$ cat src/rtl/bblc_pkg.sv
// shared types and register codes for the bayer black level correction block
// no dependencies

package bblc_pkg;

  // configuration register indexes
  typedef enum logic [2:0] {
    REG_ENABLE      = 3'd0,
    REG_LINEAR_MODE = 3'd1,
    REG_CFA_PATTERN = 3'd2,
    REG_PIXEL_DEPTH = 3'd3,
    REG_BLUE        = 3'd4,
    REG_GREEN_BLUE  = 3'd5,
    REG_GREEN_RED   = 3'd6,
    REG_RED         = 3'd7
  } bblc_reg_e;

  // bayer channels, also the index into the level registers
  typedef enum logic [1:0] {
    CH_B  = 2'd0,
    CH_GB = 2'd1,
    CH_GR = 2'd2,
    CH_R  = 2'd3
  } bblc_chan_e;

  localparam int unsigned PixW     = 16;
  localparam int unsigned MaxDepth = 16;
  localparam int unsigned Latency  = 20;

  // per-pixel sideband that travels down the pipeline
  typedef struct packed {
    logic [PixW-1:0] pix;
    logic [PixW-1:0] val;
    logic [PixW-1:0] range;
    logic            en;
    logic            lin;
    logic            ovf;
    logic            eor;
    logic            eof;
  } bblc_side_t;

endpackage

$ cat src/rtl/bayer_black_level_correction_top.sv
// top level of the bayer black level correction pipeline
// throughput: one pixel per cycle; busy_o stays low, the receiver cannot stall
// stages: channel select and subtract, multiply, overflow check,
// 16 divider stages, output select and clamp
// reset: async active low, clears valid bits and config regs; pixel_depth resets to 12

module bayer_black_level_correction_top (
  input  logic        clk_i,
  input  logic        rst_ni,
  input  logic        start_i,
  output logic        busy_o,
  input  logic [15:0] pixel_in_i,
  input  logic        row_odd_i,
  input  logic        col_odd_i,
  input  logic        end_of_row_i,
  input  logic        end_of_frame_i,
  output logic        valid_o,
  output logic [15:0] pixel_out_o,
  output logic        row_done_o,
  output logic        frame_done_o,
  input  logic        cfg_we_i,
  input  logic [2:0]  cfg_idx_i,
  input  logic [31:0] cfg_wdata_i
);

  localparam int unsigned W = bblc_pkg::PixW;

  // configuration registers
  logic        enable_q;
  logic        linear_q;
  logic [1:0]  cfa_q;
  logic [4:0]  depth_q;
  logic [31:0] levels_q [4];

  always_ff @(posedge clk_i or negedge rst_ni) begin
    if (!rst_ni) begin
      enable_q    <= 1'b0;
      linear_q    <= 1'b0;
      cfa_q       <= 2'd0;
      depth_q     <= 5'd12;
      levels_q[0] <= '0;
      levels_q[1] <= '0;
      levels_q[2] <= '0;
      levels_q[3] <= '0;
    end else if (cfg_we_i) begin
      case (bblc_pkg::bblc_reg_e'(cfg_idx_i))
        bblc_pkg::REG_ENABLE:      enable_q <= cfg_wdata_i[0];
        bblc_pkg::REG_LINEAR_MODE: linear_q <= cfg_wdata_i[0];
        bblc_pkg::REG_CFA_PATTERN: cfa_q    <= cfg_wdata_i[1:0];
        bblc_pkg::REG_PIXEL_DEPTH: depth_q  <= cfg_wdata_i[4:0];
        bblc_pkg::REG_BLUE:        levels_q[bblc_pkg::CH_B]  <= cfg_wdata_i;
        bblc_pkg::REG_GREEN_BLUE:  levels_q[bblc_pkg::CH_GB] <= cfg_wdata_i;
        bblc_pkg::REG_GREEN_RED:   levels_q[bblc_pkg::CH_GR] <= cfg_wdata_i;
        bblc_pkg::REG_RED:         levels_q[bblc_pkg::CH_R]  <= cfg_wdata_i;
        default: ;
      endcase
    end
  end

  assign busy_o = 1'b0;

  logic accept;
  assign accept = start_i && !busy_o;

  // stage 1: channel select, offset subtract, divisor and range
  logic [1:0]   chan;
  logic [31:0]  lv;
  logic [W-1:0] offset;
  logic [W-1:0] sat;
  logic [4:0]   depth_clamped;

  // the channel is the position code xor the pattern code
  assign chan   = cfa_q ^ {row_odd_i, col_odd_i};
  assign lv     = levels_q[chan];
  assign offset = lv[W-1:0];
  assign sat    = lv[2*W-1:W];
  assign depth_clamped = (depth_q > 5'(bblc_pkg::MaxDepth)) ?
                         5'(bblc_pkg::MaxDepth) : depth_q;

  logic                 s1_vld_q;
  bblc_pkg::bblc_side_t s1_side_q, s1_side_d;
  logic [W-1:0]         s1_div_q, s1_div_d;

  always_comb begin
    s1_side_d       = '0;
    s1_side_d.pix   = pixel_in_i;
    s1_side_d.val   = (pixel_in_i > offset) ? pixel_in_i - offset : '0;
    s1_side_d.range = ~({W{1'b1}} << depth_clamped);
    s1_side_d.en    = enable_q;
    s1_side_d.lin   = linear_q;
    s1_side_d.eor   = end_of_row_i;
    s1_side_d.eof   = end_of_frame_i;
    s1_div_d        = (sat > offset) ? sat - offset : W'(1);
  end

  // stage 2: product val * range
  logic                 s2_vld_q;
  bblc_pkg::bblc_side_t s2_side_q;
  logic [W-1:0]         s2_div_q;
  logic [2*W-1:0]       s2_prod_q, s2_prod_d;

  assign s2_prod_d = {{W{1'b0}}, s1_side_q.val} * {{W{1'b0}}, s1_side_q.range};

  // stage 3: flag a quotient over 16 bits; linear mode clamps it to range
  logic                 s3_vld_q;
  bblc_pkg::bblc_side_t s3_side_q, s3_side_d;
  logic [W-1:0]         s3_div_q;
  logic [2*W-1:0]       s3_prod_q;

  always_comb begin
    s3_side_d     = s2_side_q;
    s3_side_d.ovf = (s2_prod_q[2*W-1:W] >= s2_div_q);
  end

  always_ff @(posedge clk_i or negedge rst_ni) begin
    if (!rst_ni) begin
      s1_vld_q <= 1'b0;
      s2_vld_q <= 1'b0;
      s3_vld_q <= 1'b0;
    end else begin
      s1_vld_q <= accept;
      s2_vld_q <= s1_vld_q;
      s3_vld_q <= s2_vld_q;
    end
  end

  always_ff @(posedge clk_i) begin
    s1_side_q <= s1_side_d;
    s1_div_q  <= s1_div_d;
    s2_side_q <= s1_side_q;
    s2_div_q  <= s1_div_q;
    s2_prod_q <= s2_prod_d;
    s3_side_q <= s3_side_d;
    s3_div_q  <= s2_div_q;
    s3_prod_q <= s2_prod_q;
  end

  // divider stages
  logic                 dv_vld;
  logic [W-1:0]         dv_quot;
  bblc_pkg::bblc_side_t dv_side;

  bblc_div u_div (
    .clk_i      (clk_i),
    .rst_ni     (rst_ni),
    .valid_i    (s3_vld_q),
    .dividend_i (s3_prod_q),
    .divisor_i  (s3_div_q),
    .side_i     (s3_side_q),
    .valid_o    (dv_vld),
    .quot_o     (dv_quot),
    .side_o     (dv_side)
  );

  // output select and clamp
  logic [W-1:0] scaled;
  logic [W-1:0] pix_d;

  always_comb begin
    scaled = dv_side.lin ? (dv_side.ovf ? dv_side.range : dv_quot) : dv_side.val;
    if (!dv_side.en) begin
      pix_d = dv_side.pix;
    end else if (scaled > dv_side.range) begin
      pix_d = dv_side.range;
    end else begin
      pix_d = scaled;
    end
  end

  logic         valid_q;
  logic [W-1:0] pix_q;
  logic         eor_q;
  logic         eof_q;

  always_ff @(posedge clk_i or negedge rst_ni) begin
    if (!rst_ni) begin
      valid_q <= 1'b0;
    end else begin
      valid_q <= dv_vld;
    end
  end

  always_ff @(posedge clk_i) begin
    pix_q <= pix_d;
    eor_q <= dv_side.eor;
    eof_q <= dv_side.eof;
  end

  assign valid_o      = valid_q;
  assign pixel_out_o  = pix_q;
  assign row_done_o   = eor_q;
  assign frame_done_o = eof_q;

endmodule

$ cat src/rtl/bblc_div.sv
// pipelined restoring divider, one quotient bit per stage
// depends on bblc_pkg; expects dividend[31:16] < divisor for a valid quotient

module bblc_div (
  input  logic                          clk_i,
  input  logic                          rst_ni,
  input  logic                          valid_i,
  input  logic [2*bblc_pkg::PixW-1:0]   dividend_i,
  input  logic [bblc_pkg::PixW-1:0]     divisor_i,
  input  bblc_pkg::bblc_side_t          side_i,
  output logic                          valid_o,
  output logic [bblc_pkg::PixW-1:0]     quot_o,
  output bblc_pkg::bblc_side_t          side_o
);

  localparam int unsigned W      = bblc_pkg::PixW;
  localparam int unsigned Stages = bblc_pkg::PixW;

  logic                 vld_q  [Stages];
  logic [W-1:0]         rem_q  [Stages];
  logic [W-1:0]         low_q  [Stages];
  logic [W-1:0]         quo_q  [Stages];
  logic [W-1:0]         div_q  [Stages];
  bblc_pkg::bblc_side_t side_q [Stages];

  for (genvar k = 0; k < Stages; k++) begin : g_stage
    logic                 src_vld;
    logic [W-1:0]         src_rem;
    logic [W-1:0]         src_low;
    logic [W-1:0]         src_quo;
    logic [W-1:0]         src_div;
    bblc_pkg::bblc_side_t src_side;
    logic [W:0]           trial;
    logic [W:0]           diff;
    logic                 ge;

    if (k == 0) begin : g_first
      assign src_vld  = valid_i;
      assign src_rem  = dividend_i[2*W-1:W];
      assign src_low  = dividend_i[W-1:0];
      assign src_quo  = '0;
      assign src_div  = divisor_i;
      assign src_side = side_i;
    end else begin : g_next
      assign src_vld  = vld_q[k-1];
      assign src_rem  = rem_q[k-1];
      assign src_low  = low_q[k-1];
      assign src_quo  = quo_q[k-1];
      assign src_div  = div_q[k-1];
      assign src_side = side_q[k-1];
    end

    // shift in the next dividend bit and try the subtract
    assign trial = {src_rem, src_low[W-1]};
    assign diff  = trial - {1'b0, src_div};
    assign ge    = (trial >= {1'b0, src_div});

    always_ff @(posedge clk_i or negedge rst_ni) begin
      if (!rst_ni) begin
        vld_q[k] <= 1'b0;
      end else begin
        vld_q[k] <= src_vld;
      end
    end

    always_ff @(posedge clk_i) begin
      rem_q[k]  <= ge ? diff[W-1:0] : trial[W-1:0];
      low_q[k]  <= {src_low[W-2:0], 1'b0};
      quo_q[k]  <= {src_quo[W-2:0], ge};
      div_q[k]  <= src_div;
      side_q[k] <= src_side;
    end
  end

  assign valid_o = vld_q[Stages-1];
  assign quot_o  = quo_q[Stages-1];
  assign side_o  = side_q[Stages-1];

endmodule

$ cat config.mk
export PLATFORM = sky130hd
export DESIGN_NAME = bayer_black_level_correction_top
export DESIGN_NICKNAME = d
export VERILOG_FILES = /design/src/rtl/bblc_pkg.sv /design/src/rtl/bayer_black_level_correction_top.sv /design/src/rtl/bblc_div.sv
export SDC_FILE = /design/constraint.sdc
export NUM_CORES = 2
export LEC_CHECK = 0
export BUFFER_PORTS_ARGS = -buffer_cell sky130_fd_sc_hd__buf_2
export CAP_MARGIN = 20
export CORE_UTILIZATION = 35
export DETAILED_ROUTE_END_ITERATION = 10
export GPL_TIMING_DRIVEN = 0
export PLACE_DENSITY = 0.54
export SKIP_CTS_REPAIR_TIMING = 1
export SLEW_MARGIN = 40
export SYNTH_ARGS = -nofsm -noshare
export SYNTH_HDL_FRONTEND = slang
export SYNTH_HIERARCHICAL = 1
export SYNTH_SLANG_ARGS = --single-unit
$ cat constraint.sdc
create_clock -name clk_i -period 8.65 [get_ports clk_i]
set_input_delay 0.4325 -clock clk_i [delete_from_list [all_inputs] [get_ports clk_i]]
set_output_delay 0.4325 -clock clk_i [all_outputs]
set_load 0.01 [all_outputs]
# Word-level counts from Yosys, hierarchy flattened

Memories as Yosys holds them, arrays and structs flattened.
Cells that the tools add are included.

$add $sub $neg: 18
$mul: 1
Div/mod/pow operators: 0
$lt $le $gt $ge: 22
Equality and inequality tests: 7
Shift operators: 1
Mux-type cells: 24
Bitwise gates (word level): 3
Reductions and logical operators: 9

Operator list:

| operator                                                 | number |
|---|---|
| 2-to-1 mux 16 bit                                        | 20 |
| subtractor 16 bit                                        | 18 |
| greater-or-equal comparator 17 x 16 -> 1 bit             | 16 |
| binary-select mux 32 bit (select 2 bit)                  | 1 |
| 2-to-1 mux 32 bit                                        | 2 |
| > comparator 16 bit                                      | 3 |
| multiplier 16 x 16 -> 32 bit                             | 1 |
| greater-or-equal comparator 16 bit                       | 1 |
| inverter 16 bit                                          | 1 |
| AND reduction 2 bit                                      | 8 |
| left shift 16 x 5 -> 16 bit, first input constant        | 1 |
| equality test 3 bit, second input constant               | 4 |
| equality test 3 x 2 -> 1 bit, second input constant      | 2 |
| > comparator 5 bit, second input constant                | 1 |
| 2-to-1 mux 5 bit                                         | 1 |
| equality test 3 x 1 -> 1 bit, second input constant      | 1 |
| greater-or-equal comparator 3 bit, second input constant | 1 |
| zero test 3 bit                                          | 1 |
| inverter 2 -> 3 bit                                      | 1 |
| bitwise XOR 2 bit                                        | 1 |

Bits in registers: 444
Bits in latches: 0
Bits in writable memories: 1,856
Bits in read-only memories: 0
Input port bits: 59
Memories kept: 5

Memories:

| memory       | words | width | rd ports | clocked after memory_dff | wr ports | RTL line       | text |
|---|---|---|---|---|---|---|---|
| u_div.side_q | 16    | 53    | 16       | 0                        | 16       | bblc_div.sv:24 | `bblc_pkg::bblc_side_t side_q [Stages];` |
| u_div.div_q  | 16    | 16    | 15       | 0                        | 16       | bblc_div.sv:23 | `logic [W-1:0] div_q [Stages];` |
| u_div.quo_q  | 16    | 16    | 16       | 0                        | 16       | bblc_div.sv:22 | `logic [W-1:0] quo_q [Stages];` |
| u_div.rem_q  | 16    | 16    | 15       | 0                        | 16       | bblc_div.sv:20 | `logic [W-1:0] rem_q [Stages];` |
| u_div.low_q  | 16    | 15    | 15       | 0                        | 16       | bblc_div.sv:21 | `logic [W-1:0] low_q [Stages];` |

# Depth between registers and ports, before layout

Depth after elaboration: 6
Mapped depth: 23
Mapped depth without buffers: 22

# Hierarchy

The synthesis kept the hierarchy.

Modules (own cells, without submodules):

| module                           | times used | cells an instance | area each (µm²) | seq. area each (µm²) |
|---|---|---|---|---|
| bblc_div                         | 1          | 3,704             | 47,093.9        | 32,110.8 |
| bayer_black_level_correction_top | 1          | 2,088             | 23,329.9        | 9,276.4 |

# Worst setup path after synthesis

Ideal clock, no wire load.

Kind: reg2reg
Start: reg s1_side_q[26] (netlist name)
End: reg s2_prod_q[28]
Data arrival time: 5.804 ns
Required time: 8.578 ns
Path slack: 2.774 ns
Stages on the path, launching flop included: 24
Path buffers: 2
Clock period less this slack: 5.876 ns
Path through: dfxtp_1 clkbuf_1 nand2_1 fa_1 inv_1 fa_1 inv_1 fa_1 inv_1 fa_1 fa_1 inv_1 fa_1 inv_1 ha_1 clkbuf_2 a21oi_1 a21oi_1 a311oi_1 o211ai_1 a31oi_1 o21bai_1 a21oi_1 xnor2_1

Cells in the longest elaborated chain, start to end: 1

RTL lines:

| element                      | RTL line                                | text |
|---|---|---|
| start: declaration           | bayer_black_level_correction_top.sv:81  | `bblc_pkg::bblc_side_t s1_side_q, s1_side_d;` |
| start signal: assignment     | bayer_black_level_correction_top.sv:128 | `s1_side_q <= s1_side_d;` |
| multiplier 16 x 16 -> 32 bit | bayer_black_level_correction_top.sv:102 | `assign s2_prod_d = {{W{1'b0}}, s1_side_q.val} * {{W{1'b0}}, s1_side_q.range};` |
| via s2_prod_d[28]            | bayer_black_level_correction_top.sv:100 | `logic [2*W-1:0] s2_prod_q, s2_prod_d;` |
| end signal: assignment       | bayer_black_level_correction_top.sv:132 | `s2_prod_q <= s2_prod_d;` |
| end: declaration             | bayer_black_level_correction_top.sv:100 |  |

The timed path passes the listed nets, and every way through them passes these cells.
A chain may end at the register's enable or synchronous reset.

# Worst setup path in the final report

Ends and elaborated chain as after synthesis.

==> results.yml <==
outcome:
  run_status: "finished with violations"
  violations: "design-rule violations"
logic_synthesis:
  synthFlopType: "dfxtp_1"
  syn_inst: 5792
  synthesis.area_sq_um: 70400
  yosysWarningCount: 6
  synthArstFlopShare: 0.0774
  syn-num-nets: 6486
  synth.distinct_cells: 88
  ys_seq_area_frac: 0.588
  syn_avg_cell_area_sq_um: 12.2
  synth_edf_count: 0
  synth_seq_cells: 2028
worst_setup_path:
  critPathCaptureType: "register"
  critPathMaxStageDelay_ps: 640
  crit_buf_inv: 7
  criticalPathCategory: "reg -> reg"
  critPathMaxFanout: 10
  crit_top_cell: "fa_1"
  cpLargestDelayFamily: "adder cells"
  cp-start-kind: "register"
  critical_path_arrival_ps: 7930
  path_cells: "clkbuf_1 > nand2_1 > fa_1 > inv_1 > fa_1 > inv_1 > fa_1 > inv_1 > fa_1 > fa_1 > inv_1 > fa_1 > inv_1 > ha_1 > clkbuf_2 > a21oi_1 > a21oi_1 > a311oi_1 > o211ai_1 > a31oi_1 > o21bai_1 > a21oi_1 > xnor2_1"
  slowest_stage: "dfxtp_1"
  crit_required_ps: 9410
sta:
  tightest_slew_ps: 885
  rsz0062_at_grt: "false"
  period_minus_slack_ps: 7170
  relSlewSlack: 0.395
  hold_viol: 0
  clock.fmax_ghz: 0.139
  period_share: 0.829
  finalMaxSlewViolations: 0
  tns_ps: 0
  fin_skew_ps: 88.2
  setup_viol: 0
grt:
  grt_pass1_wl_mm: 220
  grt_max_degree: 79
  grt_usage: 0.136
  grt_overflow: 0
  grt_antenna_before_repair: 6
  first_global_vias: 40200
routing:
  wire_per_inst_um: 15.5
  drt-total-wl_mm: 139
  first_iter_violations: 2049
  detail-route-antenna-nets: 0
  vias: 39600
  drc: 2
  vias_per_cell: 4.42
  firstDrtPassIters: 8
cells_and_area:
  finish.instance_area_sq_um: 82100
  areaGrowthSynthToFinish_pct: 16.5
  fillers: 18800
  seq_area_sq_um: 41400
  fin_nets: 6821
  layout_commonest_cell: "dfxtp_1"
  final_cell_mix: "1871 x dfxtp_1, 618 x inv_1, 424 x ha_1, 290 x nand2_1, 289 x mux2_2"
  drive_above_1_share: 0.131
  multi_input_area_sq_um: 26300
place:
  gp_congestion: 0.882
  portBuffers: 75
  place_hpwl_mm: 103
  place_area_sq_um: 74200
cts:
  clk_pin_slew_ps: 60
  cts.sinks: 2028
  htreeDepth: 4
  cts_tree: "yes"
  cts-root-buf: "clkbuf_16"
  cts.path.max_buffers: 3
  numCtsBuffers: 202
  insertion_delay_ps: 840
die:
  die_area_sq_um: 203000
  die_y_um: 451
  initial_core_util: 0.352
  row_count: 164
  die_w_um: 451
  io_pins: 79
  design.core.area_sq_um: 200000
min_path:
  min_path_type: "in -> reg"
flow_run:
  drv_cap: 0
## through the flow
step                hold slack (ps)  instances   util  worst slack (ps)
floorplan                       137       5792      -              2770
global placement                310       8523  0.371              1450
detailed placement              291       8525  0.371              1420
CTS                            -642       8906  0.408              1380
global route                    124       8961  0.411              1030
finish                          164       8961  0.411              1480
## synthesized netlist by cell type (8+ instances only)
library cell	number	area, sq um
xnor2_1	140	1230
mux4_2	32	721
mux2_1	8	90.1
o31a_1	23	201
o21a_1	66	495
mux2i_1	61	611
dfxtp_1	1871	37500
a21boi_0	14	105
o21bai_1	32	240
mux2_2	289	3250
xor2_1	77	674
a31o_2	10	87.6
nand3_1	46	230
a21o_1	97	728
nand4_1	43	269
nand2_1	290	1090
o211ai_1	12	90.1
nor3_1	60	300
fa_1	211	4220
o21ai_0	145	726
buf_2	18	90.1
nand2b_1	33	206
a211o_1	13	114
inv_1	618	2320
nor2b_1	55	344
a31oi_1	25	156
nor2_1	245	920
dfrtp_1	155	3880
a211oi_1	17	128
or3_1	15	93.8
nor3b_1	8	60.1
clkbuf_1	82	308
and2_1	129	807
or2_2	8	50.1
ha_1	424	5310
o31ai_1	22	165
a21oi_1	242	1210
and3_1	22	138
## flip-flops by register name, indices dropped and copies added (netlist names), 16 cells and up
register,count
levels_q,128
s2_div_q,16
u_div/side_q,848
u_div/low_q,120
s3_prod_q,32
s3_div_q,16
s2_prod_q,32
u_div/div_q,240
s2_side_q,52
s1_div_q,16
s3_side_q,53
s1_side_q,52
pixel_out_o,16
u_div/rem_q,240
u_div/quo_q,136
## final timing paths
path | end | slack [ps] | depth (start not counted) | startpoint
worst max-delay path | s2_prod_q[28]$_DFF_P_ | 1480 | 23 | s1_side_q[26]$_SDFF_PP0_
worst min-delay path | linear_q$_DFFE_PN0P_ | 160 | 3 | cfg_idx_i[0]
worst max register to register | s2_prod_q[28]$_DFF_P_ | 1480 | 23 | s1_side_q[26]$_SDFF_PP0_
min in group asynchronous | depth_q[1]$_DFFE_PN0P_ | 560 | 3 | rst_ni
max in group asynchronous | u_div/g_stage[4].src_vld$_DFF_PN0_ | 7240 | 5 | rst_ni
worst min register to register | u_div/low_q[0][75]$_DFF_P_ | 270 | 0 | u_div/low_q[0][60]$_DFF_P_
## cell families after synthesis
group / Yosys count / synth area share
multiplexers: 397 / 0.0679
buffers and inverters: 725 / 0.0394
AND/OR/NAND/NOR: 985 / 0.0676
AO/OA/AOI/OAI: 804 / 0.0751
other: 1 / 0.0000532
flip-flops: 2028 / 0.588
XOR/XNOR: 217 / 0.0270
adder cells (fa/ha/maj): 635 / 0.135
## area by class of cell
type / count / area share
antenna: 1 / 0.0000305
multi-input combinational: 3039 / 0.320
timing repair buffer: 131 / 0.0121
sequential: 2028 / 0.504
clock inverter: 108 / 0.0184
buffer: 107 / 0.00550
clock buffer: 273 / 0.0704
tap: 2656 / 0.0405
inverter: 618 / 0.0283
## metal layers
layer / wire, um / vias up / track usage
met1: 64300 / 18700 / 0.176
met2: 64400 / 661 / 0.225
li1: - / 20000 / -
met5: 13 / - / 0
met3: 5250 / 247 / 0.0251
met4: 4690 / 2 / 0.0548
## worst register-to-register path, delay by kind of cell, from the launching register on
family	cells	cell delay [ps]
simple gates	1	170
compound gates	7	1690
xor+xnor	1	150
fa+ha+maj	7	3440
buf+inv	7	990
flops	1	640
Power is not shown: default switching activity piles up to over one toggle a cycle in this logic, so the estimate is an artifact.
